===== config.mk =====
export PLATFORM = sky130hd
export DESIGN_NAME = open_addressing_hash_table_top_flat
export DESIGN_NICKNAME = d
export VERILOG_FILES = /design/src/rtl/core/oaht_pkg.sv /design/src/rtl/core/oaht_req_if.sv /design/src/rtl/core/oaht_rsp_if.sv /design/src/rtl/core/oaht_cfg_if.sv /design/src/rtl/core/oaht_hash.sv /design/src/rtl/core/open_addressing_hash_table_top.sv /design/src/flat_wrapper.sv
export VERILOG_INCLUDE_DIRS = /design/src /design/src/rtl/core
export SDC_FILE = /design/constraint.sdc
export NUM_CORES = 1
export LEC_CHECK = 0
export BUFFER_PORTS_ARGS = -buffer_cell sky130_fd_sc_hd__buf_2
export CORE_MARGIN = 3
export CORE_UTILIZATION = 30
export CTS_CLUSTER_DIAMETER = 50
export DETAILED_ROUTE_END_ITERATION = 8
export PLACE_DENSITY = 0.46
export RECOVER_POWER = 50
export SETUP_SLACK_MARGIN = 0.05
export SYNTH_ARGS = -nofsm -noshare
export SYNTH_HDL_FRONTEND = slang
export SYNTH_SLANG_ARGS = --single-unit

===== constraint.sdc =====
create_clock -name clk -period 6.3 [get_ports clk]
set_clock_uncertainty 0.1 [all_clocks]
set_input_delay 1.26 -clock clk [delete_from_list [all_inputs] [get_ports clk]]
set_output_delay 1.26 -clock clk [all_outputs]
set_load 0.02 [all_outputs]

===== src/rtl/core/open_addressing_hash_table_top_defines.svh =====
// ----------------------------------------------------------------------------
// open_addressing_hash_table_top_defines
// Assertion macros shared by the hash table RTL. Each macro samples on clk
// and is disabled while rst_n is low.
// ----------------------------------------------------------------------------
`ifndef OPEN_ADDRESSING_HASH_TABLE_TOP_DEFINES_SVH
`define OPEN_ADDRESSING_HASH_TABLE_TOP_DEFINES_SVH

// Same-cycle implication: when cond holds, prop must hold too.
`define OAHT_ASSERT_NOW(label, cond, prop) \
    label: assert property (@(posedge clk) disable iff (!rst_n) (cond) |-> (prop)) \
        else $error("hash table assertion failed");

// Next-cycle implication: when cond holds, prop must hold in the next cycle.
`define OAHT_ASSERT_NEXT(label, cond, prop) \
    label: assert property (@(posedge clk) disable iff (!rst_n) (cond) |=> (prop)) \
        else $error("hash table assertion failed");

`endif


===== src/rtl/core/oaht_pkg.sv =====
// ----------------------------------------------------------------------------
// oaht_pkg
// Widths, codes and shared types of the open-addressing hash table.
// ----------------------------------------------------------------------------
package oaht_pkg;

    // Default number of key slots
    localparam int SLOT_COUNT_DEF = 10;

    // Field widths
    localparam int KEY_W      = 16;
    localparam int SLOT_IDX_W = 6;
    localparam int STATUS_W   = 2;

    // Modulus of the secondary hash step
    localparam int STEP_MOD = 7;

    // Actions
    localparam logic ACT_INSERT = 1'b0;
    localparam logic ACT_SEARCH = 1'b1;

    // Probe modes
    localparam logic MODE_DOUBLE    = 1'b0;
    localparam logic MODE_QUADRATIC = 1'b1;

    // Result status codes
    localparam logic [STATUS_W-1:0] ST_INSERTED  = 2'd0;
    localparam logic [STATUS_W-1:0] ST_FULL      = 2'd1;
    localparam logic [STATUS_W-1:0] ST_FOUND     = 2'd2;
    localparam logic [STATUS_W-1:0] ST_NOT_FOUND = 2'd3;

    // Home slot and double-hashing step, both already reduced mod slot count
    typedef struct packed {
        logic [SLOT_IDX_W-1:0] home;
        logic [SLOT_IDX_W-1:0] step;
    } hash_t;

endpackage


===== src/rtl/core/oaht_req_if.sv =====
// ----------------------------------------------------------------------------
// oaht_req_if
// Request channel: one beat carries an action and a key.
// ----------------------------------------------------------------------------
interface oaht_req_if import oaht_pkg::*; ();

    logic             valid;
    logic             ready;
    logic             action;
    logic [KEY_W-1:0] key;

    modport source (output valid, output action, output key, input ready);
    modport sink   (input valid, input action, input key, output ready);

endinterface


===== src/rtl/core/oaht_rsp_if.sv =====
// ----------------------------------------------------------------------------
// oaht_rsp_if
// Response channel: one beat carries a status and a slot index.
// ----------------------------------------------------------------------------
interface oaht_rsp_if import oaht_pkg::*; ();

    logic                  valid;
    logic                  ready;
    logic [STATUS_W-1:0]   status;
    logic [SLOT_IDX_W-1:0] slot_index;

    modport source (output valid, output status, output slot_index, input ready);
    modport sink   (input valid, input status, input slot_index, output ready);

endinterface


===== src/rtl/core/oaht_cfg_if.sv =====
// ----------------------------------------------------------------------------
// oaht_cfg_if
// Configuration write channel: one beat writes the probe mode register.
// ----------------------------------------------------------------------------
interface oaht_cfg_if import oaht_pkg::*; ();

    logic valid;
    logic ready;
    logic probe_mode;

    modport source (output valid, output probe_mode, input ready);
    modport sink   (input valid, input probe_mode, output ready);

endinterface


===== src/rtl/core/oaht_hash.sv =====
// ----------------------------------------------------------------------------
// oaht_hash
// Two-stage hash unit: home slot (key mod slot count, by reciprocal multiply
// with one correction) and secondary step (7 - key mod 7), reduced mod slots.
// ----------------------------------------------------------------------------
module oaht_hash
    import oaht_pkg::*;
#(
    parameter int SLOT_COUNT = SLOT_COUNT_DEF
)
(
    input  logic             clk,
    input  logic             rst_n,
    input  logic             start,
    input  logic [KEY_W-1:0] key,
    output logic             hash_valid,
    output hash_t            hash
);

    localparam int          PROD_W = KEY_W + 32;
    localparam logic [31:0] RECIP  = 32'((64'd1 << 32) / SLOT_COUNT);
    localparam int          QN_W   = KEY_W + 7;

    logic              v1_reg;
    logic              v2_reg;
    logic [PROD_W-1:0] prod_reg;
    logic [KEY_W-1:0]  key_reg;
    logic [5:0]        dsum_reg;
    hash_t             hash_reg;
    hash_t             hash_next;

    logic [KEY_W-1:0]  quot;
    logic [QN_W-1:0]   qn;
    logic [KEY_W:0]    rem0;
    logic [KEY_W:0]    home_full;
    logic [3:0]        fold;
    logic [3:0]        r7;
    logic [7:0]        step_red;
    logic [5:0]        dsum;

    // Sum octal digits: 8 is 1 mod 7, so the sum keeps the residue
    assign dsum = 6'(key[2:0]) + 6'(key[5:3]) + 6'(key[8:6]) + 6'(key[11:9])
                + 6'(key[14:12]) + 6'(key[15]);

    // Stage one: reciprocal product and digit sum
    always_ff @(posedge clk)
    begin
        if (start)
        begin
            prod_reg <= PROD_W'(key) * PROD_W'(RECIP);
            key_reg  <= key;
            dsum_reg <= dsum;
        end
    end

    // Stage two: correct the remainder, finish mod 7, reduce the step
    always_comb
    begin
        quot      = prod_reg[PROD_W-1:32];
        qn        = QN_W'(quot) * QN_W'(SLOT_COUNT);
        rem0      = (KEY_W+1)'(key_reg) - (KEY_W+1)'(qn);
        home_full = (rem0 >= (KEY_W+1)'(SLOT_COUNT)) ? rem0 - (KEY_W+1)'(SLOT_COUNT) : rem0;

        fold = 4'(dsum_reg[5:3]) + 4'(dsum_reg[2:0]);
        if (fold >= 4'(2 * STEP_MOD))
            r7 = fold - 4'(2 * STEP_MOD);
        else if (fold >= 4'(STEP_MOD))
            r7 = fold - 4'(STEP_MOD);
        else
            r7 = fold;

        // Step is 1..7, below four times any slot count of two or more
        step_red = 8'(4'(STEP_MOD) - r7);
        for (int n = 0; n < 3; n++)
        begin
            if (step_red >= 8'(SLOT_COUNT))
                step_red = step_red - 8'(SLOT_COUNT);
        end

        hash_next.home = home_full[SLOT_IDX_W-1:0];
        hash_next.step = step_red[SLOT_IDX_W-1:0];
    end

    always_ff @(posedge clk)
    begin
        if (v1_reg)
            hash_reg <= hash_next;
    end

    // Track stage occupancy
    always_ff @(posedge clk or negedge rst_n)
    begin
        if (!rst_n)
        begin
            v1_reg <= 1'b0;
            v2_reg <= 1'b0;
        end
        else
        begin
            v1_reg <= start;
            v2_reg <= v1_reg;
        end
    end

    assign hash_valid = v2_reg;
    assign hash       = hash_reg;

endmodule


===== src/rtl/core/open_addressing_hash_table_top.sv =====
// Sequencing: an item is hashed by the two-stage hash unit, then probed until a
// hit or SLOT_COUNT probes, then reported. The next request is taken in the
// cycle in which the response beat is presented; no new request enters while an
// item is in flight. The key memory read port serves one probe per cycle.
// Reset: asynchronous active-low; clears all slot valid bits (table empty) at
// once, probe mode to double hashing, no clearing pass.
// ----------------------------------------------------------------------------
// open_addressing_hash_table_top
// Open-addressing hash table with double-hashing or quadratic probing. Keys
// live in a synchronous memory; one probe read is issued per cycle while the
// previous probe is compared.
// ----------------------------------------------------------------------------
`include "open_addressing_hash_table_top_defines.svh"

module open_addressing_hash_table_top
    import oaht_pkg::*;
#(
    parameter int SLOT_COUNT = SLOT_COUNT_DEF
)
(
    input logic         clk,
    input logic         rst_n,
    oaht_req_if.sink    req,
    oaht_rsp_if.source  rsp,
    oaht_cfg_if.sink    cfg
);

    localparam int SLOT_W = $clog2(SLOT_COUNT);
    localparam int CNT_W  = $clog2(SLOT_COUNT + 1);

    localparam logic [1:0] S_IDLE  = 2'd0;
    localparam logic [1:0] S_HASH  = 2'd1;
    localparam logic [1:0] S_PROBE = 2'd2;
    localparam logic [1:0] S_DONE  = 2'd3;

    logic [1:0]            state_reg;
    logic [1:0]            state_next;
    logic                  mode_reg;
    logic                  action_reg;
    logic [KEY_W-1:0]      key_reg;
    logic [SLOT_W-1:0]     slot_reg;
    logic [SLOT_W-1:0]     step_reg;
    logic [SLOT_W-1:0]     delta_reg;
    logic [CNT_W-1:0]      issue_cnt_reg;
    logic                  chk_pend_reg;
    logic [SLOT_W-1:0]     chk_slot_reg;
    logic [KEY_W-1:0]      rd_data_reg;
    logic                  rd_valid_reg;
    logic [SLOT_COUNT-1:0] valid_reg;
    logic [STATUS_W-1:0]   res_status_reg;
    logic [SLOT_IDX_W-1:0] res_slot_reg;
    logic                  out_valid_reg;
    logic [STATUS_W-1:0]   out_status_reg;
    logic [SLOT_IDX_W-1:0] out_slot_reg;

    logic [KEY_W-1:0]      key_mem [SLOT_COUNT];

    logic                  accept;
    logic                  hash_valid;
    hash_t                 hash;
    logic                  issue;
    logic [KEY_W-1:0]      eff_key;
    logic                  hit;
    logic                  last;
    logic                  wr_en;
    logic                  out_load;
    logic                  res_miss;
    logic [SLOT_W-1:0]     inc;
    logic [SLOT_W:0]       slot_sum;
    logic [SLOT_W-1:0]     slot_next;
    logic [SLOT_W:0]       delta_sum;
    logic [SLOT_W-1:0]     delta_next;

    oaht_hash #(
        .SLOT_COUNT (SLOT_COUNT)
    ) u_hash (
        .clk        (clk),
        .rst_n      (rst_n),
        .start      (accept),
        .key        (req.key),
        .hash_valid (hash_valid),
        .hash       (hash)
    );

    // Handshakes
    assign req.ready = (state_reg == S_IDLE);
    assign accept    = req.valid && req.ready;
    assign cfg.ready = 1'b1;

    // Probe address stepping: fixed step, or odd increments for i*i
    always_comb
    begin
        inc        = (mode_reg == MODE_QUADRATIC) ? delta_reg : step_reg;
        slot_sum   = {1'b0, slot_reg} + {1'b0, inc};
        slot_next  = (slot_sum >= (SLOT_W+1)'(SLOT_COUNT))
                   ? SLOT_W'(slot_sum - (SLOT_W+1)'(SLOT_COUNT)) : SLOT_W'(slot_sum);
        delta_sum  = {1'b0, delta_reg} + (SLOT_W+1)'(2);
        delta_next = (delta_sum >= (SLOT_W+1)'(SLOT_COUNT))
                   ? SLOT_W'(delta_sum - (SLOT_W+1)'(SLOT_COUNT)) : SLOT_W'(delta_sum);
    end

    // Compare the probe whose read data has arrived
    always_comb
    begin
        issue   = (state_reg == S_PROBE) && (issue_cnt_reg != CNT_W'(SLOT_COUNT));
        eff_key = rd_valid_reg ? rd_data_reg : '0;
        if (action_reg == ACT_INSERT)
            hit = (state_reg == S_PROBE) && chk_pend_reg && (eff_key == '0);
        else
            hit = (state_reg == S_PROBE) && chk_pend_reg && (eff_key == key_reg);
        last     = (state_reg == S_PROBE) && chk_pend_reg
                && (issue_cnt_reg == CNT_W'(SLOT_COUNT));
        wr_en    = hit && (action_reg == ACT_INSERT);
        out_load = (state_reg == S_DONE) && (!out_valid_reg || rsp.ready);
    end

    // Sequence one item: hash, probe, report
    always_comb
    begin
        state_next = state_reg;
        unique case (state_reg)
            S_IDLE:
            begin
                if (accept)
                    state_next = S_HASH;
            end
            S_HASH:
            begin
                if (hash_valid)
                    state_next = S_PROBE;
            end
            S_PROBE:
            begin
                if (hit || last)
                    state_next = S_DONE;
            end
            S_DONE:
            begin
                if (out_load)
                    state_next = S_IDLE;
            end
            default:
            begin
                state_next = S_IDLE;
            end
        endcase
    end

    always_ff @(posedge clk or negedge rst_n)
    begin
        if (!rst_n)
            state_reg <= S_IDLE;
        else
            state_reg <= state_next;
    end

    // Hold the mode register
    always_ff @(posedge clk or negedge rst_n)
    begin
        if (!rst_n)
            mode_reg <= MODE_DOUBLE;
        else if (cfg.valid && cfg.ready)
            mode_reg <= cfg.probe_mode;
    end

    // Capture the request beat
    always_ff @(posedge clk)
    begin
        if (accept)
        begin
            action_reg <= req.action;
            key_reg    <= req.key;
        end
    end

    // Probe walker: load the home slot, then advance one probe per cycle
    always_ff @(posedge clk or negedge rst_n)
    begin
        if (!rst_n)
        begin
            issue_cnt_reg <= '0;
            chk_pend_reg  <= 1'b0;
        end
        else if ((state_reg == S_HASH) && hash_valid)
        begin
            issue_cnt_reg <= '0;
            chk_pend_reg  <= 1'b0;
        end
        else if (hit || last)
        begin
            chk_pend_reg <= 1'b0;
        end
        else if (issue)
        begin
            issue_cnt_reg <= issue_cnt_reg + CNT_W'(1);
            chk_pend_reg  <= 1'b1;
        end
        else
        begin
            chk_pend_reg <= 1'b0;
        end
    end

    always_ff @(posedge clk)
    begin
        if ((state_reg == S_HASH) && hash_valid)
        begin
            slot_reg  <= hash.home[SLOT_W-1:0];
            step_reg  <= hash.step[SLOT_W-1:0];
            delta_reg <= SLOT_W'(1);
        end
        else if (issue)
        begin
            slot_reg     <= slot_next;
            delta_reg    <= delta_next;
            chk_slot_reg <= slot_reg;
        end
    end

    // Key memory: write on insert hit, read the issued probe
    always_ff @(posedge clk)
    begin
        if (wr_en)
            key_mem[chk_slot_reg] <= key_reg;
        if (issue)
            rd_data_reg <= key_mem[slot_reg];
    end

    // Slot valid bits: an invalid slot reads as empty
    always_ff @(posedge clk or negedge rst_n)
    begin
        if (!rst_n)
        begin
            valid_reg    <= '0;
            rd_valid_reg <= 1'b0;
        end
        else
        begin
            if (wr_en)
                valid_reg[chk_slot_reg] <= 1'b1;
            if (issue)
                rd_valid_reg <= valid_reg[slot_reg];
        end
    end

    // Latch the result of the item
    always_ff @(posedge clk)
    begin
        if (hit)
        begin
            res_status_reg <= (action_reg == ACT_INSERT) ? ST_INSERTED : ST_FOUND;
            res_slot_reg   <= SLOT_IDX_W'(chk_slot_reg);
        end
        else if (last)
        begin
            res_status_reg <= (action_reg == ACT_INSERT) ? ST_FULL : ST_NOT_FOUND;
            res_slot_reg   <= '0;
        end
    end

    // Output register: holds a beat until taken
    always_ff @(posedge clk or negedge rst_n)
    begin
        if (!rst_n)
            out_valid_reg <= 1'b0;
        else if (out_load)
            out_valid_reg <= 1'b1;
        else if (rsp.ready)
            out_valid_reg <= 1'b0;
    end

    always_ff @(posedge clk)
    begin
        if (out_load)
        begin
            out_status_reg <= res_status_reg;
            out_slot_reg   <= res_slot_reg;
        end
    end

    assign rsp.valid      = out_valid_reg;
    assign rsp.status     = out_status_reg;
    assign rsp.slot_index = out_slot_reg;

    // Flag a result that reports no slot
    assign res_miss = (res_status_reg == ST_FULL) || (res_status_reg == ST_NOT_FOUND);

    // Checks
    `OAHT_ASSERT_NEXT(a_accept_starts_hash, accept, state_reg == S_HASH)
    `OAHT_ASSERT_NEXT(a_write_marks_valid, wr_en, valid_reg[$past(chk_slot_reg)])
    `OAHT_ASSERT_NOW(a_probe_count_bound, state_reg == S_PROBE, issue_cnt_reg <= CNT_W'(SLOT_COUNT))
    `OAHT_ASSERT_NOW(a_miss_slot_zero, out_load && res_miss, res_slot_reg == '0)

endmodule

===== src/flat_wrapper.sv =====
// flat-port wrapper written by rule: the top's interface ports become plain ports
module open_addressing_hash_table_top_flat import oaht_pkg::*;
#(
    parameter int SLOT_COUNT = SLOT_COUNT_DEF
)
  (clk, rst_n, req_valid, req_action, req_key, req_ready, rsp_valid, rsp_status, rsp_slot_index, rsp_ready, cfg_valid, cfg_probe_mode, cfg_ready);
  oaht_req_if req_i ();
  oaht_rsp_if rsp_i ();
  oaht_cfg_if cfg_i ();
  input logic clk;
  input logic rst_n;
  input wire logic [$bits(req_i.valid)-1:0] req_valid;
  input wire logic [$bits(req_i.action)-1:0] req_action;
  input wire logic [$bits(req_i.key)-1:0] req_key;
  output wire logic [$bits(req_i.ready)-1:0] req_ready;
  output wire logic [$bits(rsp_i.valid)-1:0] rsp_valid;
  output wire logic [$bits(rsp_i.status)-1:0] rsp_status;
  output wire logic [$bits(rsp_i.slot_index)-1:0] rsp_slot_index;
  input wire logic [$bits(rsp_i.ready)-1:0] rsp_ready;
  input wire logic [$bits(cfg_i.valid)-1:0] cfg_valid;
  input wire logic [$bits(cfg_i.probe_mode)-1:0] cfg_probe_mode;
  output wire logic [$bits(cfg_i.ready)-1:0] cfg_ready;
  assign req_i.valid = req_valid;
  assign req_i.action = req_action;
  assign req_i.key = req_key;
  assign req_ready = req_i.ready;
  assign rsp_valid = rsp_i.valid;
  assign rsp_status = rsp_i.status;
  assign rsp_slot_index = rsp_i.slot_index;
  assign rsp_i.ready = rsp_ready;
  assign cfg_i.valid = cfg_valid;
  assign cfg_i.probe_mode = cfg_probe_mode;
  assign cfg_ready = cfg_i.ready;
  open_addressing_hash_table_top #(.SLOT_COUNT(SLOT_COUNT)) u_core (.clk(clk), .rst_n(rst_n), .req(req_i), .rsp(rsp_i), .cfg(cfg_i));
endmodule

==> impl_metrics.json <==
{
  "outcome": "complete, but fails checks",
  "failed_checks": "max-capacitance violations, max-slew violations",
  "drt_iter0_drc": 472,
  "setup_viol": 0,
  "r2r_cells": 5,
  "num_vias": 10900,
  "worst_pin_slew_ns": 4.24,
  "dp_hpwl_mm": 30.0,
  "synth_fa_ha_area_share_pct": 23.2,
  "numClockSinks": 269,
  "clock_latency_ns": 0.52,
  "rows": 87,
  "nNetsFinal": 1821,
  "synth.avg_cell_area_sq_um": 12.6,
  "wl_met3_mm": 1.15,
  "synth_top_area_cell": "edfxtp_1",
  "grt_use_total_pct": 13.8,
  "placed_cell_area_sq_um": 19100,
  "final_common_cell": "edfxtp_1",
  "drt_pass1_iterations": 4,
  "gp_congestion": 0.861,
  "reg2reg_slack_ns": 0.79,
  "grt-ovfl-total": 0,
  "synthXorXnorAreaFrac_pct": 2.49,
  "crit_type": "input port to flip-flop",
  "antenna_found_initial": 0,
  "syn-instance-count": 1371,
  "start_util_pct": 30.4,
  "crit_path_start_kind": "input port",
  "numCtsBuffers": 36,
  "stdcell_area_sq_um": 20300,
  "cap_violations": 5,
  "synth_mux_area_share_pct": 6.19,
  "hold_depth": 0,
  "synthTopCellsByArea": "edfxtp_1 43%, ha_1 14%, fa_1 9.4%, inv_1 4.5%, mux4_2 4.4%",
  "die_area_sq_um": 60300,
  "cp.arrival_ns": 6.25,
  "hold_path_end": "u_core.rsp.slot_index[1]$_DFFE_PP_",
  "via_per_inst": 4.72,
  "layout_setup_ws_ns": 0.211,
  "regToRegEndpoint": "u_core.rd_data_reg[10]$_DFFE_PP_",
  "synth_top_family_by_area": "adder cells",
  "syn_to_final_growth_pct": 18.1,
  "ant_nets": 0,
  "synth_edf_count": 244,
  "cp.required_ns": 6.46,
  "port_buffers": 30,
  "tritoncts": "built",
  "met1_length_mm": 18.5,
  "clockBufferDepth": 3,
  "dieWidth_um": 246,
  "yosys.area_share.simple_pct": 7.01,
  "synth_area_sq_um": 17200,
  "wl_met2_mm": 20.1,
  "die_h_um": 246,
  "drc": 0,
  "yosysWarnings": 0,
  "grt_pass1_vias": 11500,
  "postLayoutCoreUtil_pct": 35.9,
  "max_freq_ghz": 0.164,
  "synthDominantCellAreaShare_pct": 42.6,
  "ys_seq_area_share_pct": 46.1,
  "worstHoldStart": "u_core.res_slot_reg[1]$_SDFFCE_PN0P_",
  "n_antenna_cell": 0,
  "ys_ff_latch": 269,
  "drt-total-wl_mm": 40.8,
  "synth-compound-area-share_pct": 9.67,
  "fin_crit_sh_pct": 96.7,
  "end_kind": "flip-flop",
  "fill_cells": 5603,
  "async_reset_ff_share_pct": 8.18,
  "grt_max_degree": 49,
  "post_drt_wl_per_cell_um": 17.6,
  "synth_flop_cell": "edfxtp_1",
  "drive_gt1_share_pct": 17.7,
  "rsz0062_at_grt": "false",
  "ctsHoldBuffers": 0,
  "htreeDepth": 2,
  "min_period_ns": 6.09,
  "hold_path.class": "flip-flop to flip-flop",
  "core-area_sq_um": 56600,
  "cts-root-buf": "clkbuf_16",
  "multi_input_comb_area_sq_um": 8530,
  "drv_slew": 198,
  "grt_pass1_wl_mm": 64.6,
  "ios": 34,
  "dp_worst_setup_slack_ns": -0.465,
  "layout_common_cells": "244 x edfxtp_1, 203 x inv_1, 185 x ha_1, 103 x buf_4, 76 x fa_1",
  "hold_viol_final": 0,
  "register_area_sq_um": 7940,
  "largest_register_ff_count": 160,
  "r2r_start": "u_core.slot_reg[0]$_DFFE_PP_",
  "slew_headroom_pct": -183,
  "critPathMaxFanout": 4,
  "top_layer": "met4",
  "ys_types": 70,
  "whs_ns": 0.321,
  "path_clk_slew_ns": 0.06
}
==> routing by layer <==
layer | global-route usage, % | vias to the layer above
li1 | - | 5284
met1 | 18.0 | 5419
met2 | 23.7 | 137
met3 | 2.02 | 59
met4 | 4.41 | 0
met5 | 0 | -
==> through the flow <==
step,setup TNS (ns),std cells
global route,0,2310
CTS,0,2309
finish,0,2310
floorplan,0,1372
detailed placement,-4.35,2245
global placement,-3.78,2245
==> cell usage after synthesis, types with 6 or more instances <==
cell type,n
xor2_1,21
edfxtp_1,244
and2_1,8
mux4_2,34
a21o_1,21
mux2i_1,22
o22ai_1,7
nor4_1,8
xnor2_1,28
o21bai_1,7
ha_1,189
buf_1,6
o21ai_0,35
nor2b_1,28
nand2b_1,13
mux2_2,7
inv_1,208
a31oi_1,10
a21oi_1,67
nor2_1,58
fa_1,81
nand3_1,14
nor3_1,18
o21a_1,11
a211oi_1,21
clkbuf_1,18
o31ai_1,13
nand4_1,7
dfrtp_1,22
or2_2,7
nand2_1,47
o2111ai_1,6
==> area by class of cell <==
type	count	area share, %
inverter	209	3.86
tap	756	4.65
multi-input combinational	864	42.0
sequential	269	39.0
timing repair buffer	148	4.80
clock inverter	21	1.13
clock buffer	43	4.56
==> worst max-delay path by stage <==
stage | from | endpoint | slack [ns] | depth (start not counted)
after floorplan | req_key[14] | u_core.u_hash.prod_reg[42]$_DFFE_PP_ | 0.07 | 21
after global placement | req_key[5] | u_core.u_hash.prod_reg[42]$_DFFE_PP_ | -0.41 | 20
after detailed placement | req_key[5] | u_core.u_hash.prod_reg[32]$_DFFE_PP_ | -0.46 | 20
after CTS | req_key[5] | u_core.u_hash.prod_reg[38]$_DFFE_PP_ | 0.09 | 20
after global routing | req_key[14] | u_core.u_hash.prod_reg[42]$_DFFE_PP_ | 0.05 | 21
final | req_key[14] | u_core.u_hash.prod_reg[42]$_DFFE_PP_ | 0.21 | 21
==> worst max-delay path, cell delays in order <==
cell,delay (ns)
buf_2,0.13
inv_1,0.06
ha_1,0.34
fa_2,0.57
inv_1,0.07
fa_1,0.43
fa_1,0.50
buf_4,0.16
fa_1,0.51
xnor2_1,0.15
ha_1,0.17
a21o_1,0.16
ha_1,0.33
a31o_4,0.23
a21o_1,0.16
a21oi_2,0.16
o21ai_1,0.11
nor3_1,0.17
o31a_1,0.30
o31ai_2,0.10
xor2_1,0.16
==> kinds of logic after synthesis <==
family | Yosys count
AO/OA/AOI/OAI | 246
XOR/XNOR | 49
adder cells (fa/ha/maj) | 270
buffers and inverters | 239
flip-flops | 269
multiplexers | 63
other | 2
AND/OR/NAND/NOR | 233
==> what timing repair did <==
action,in CTS,in global routing
pin swaps,0,10
endpoints found under the setup margin,1,10
gates resized for setup,1,18
gates cloned,0,0
buffers inserted,0,1
Power is left out: the tool's default activity adds up to more than one toggle a clock period on the data nets, which glitch-free logic cannot reach.
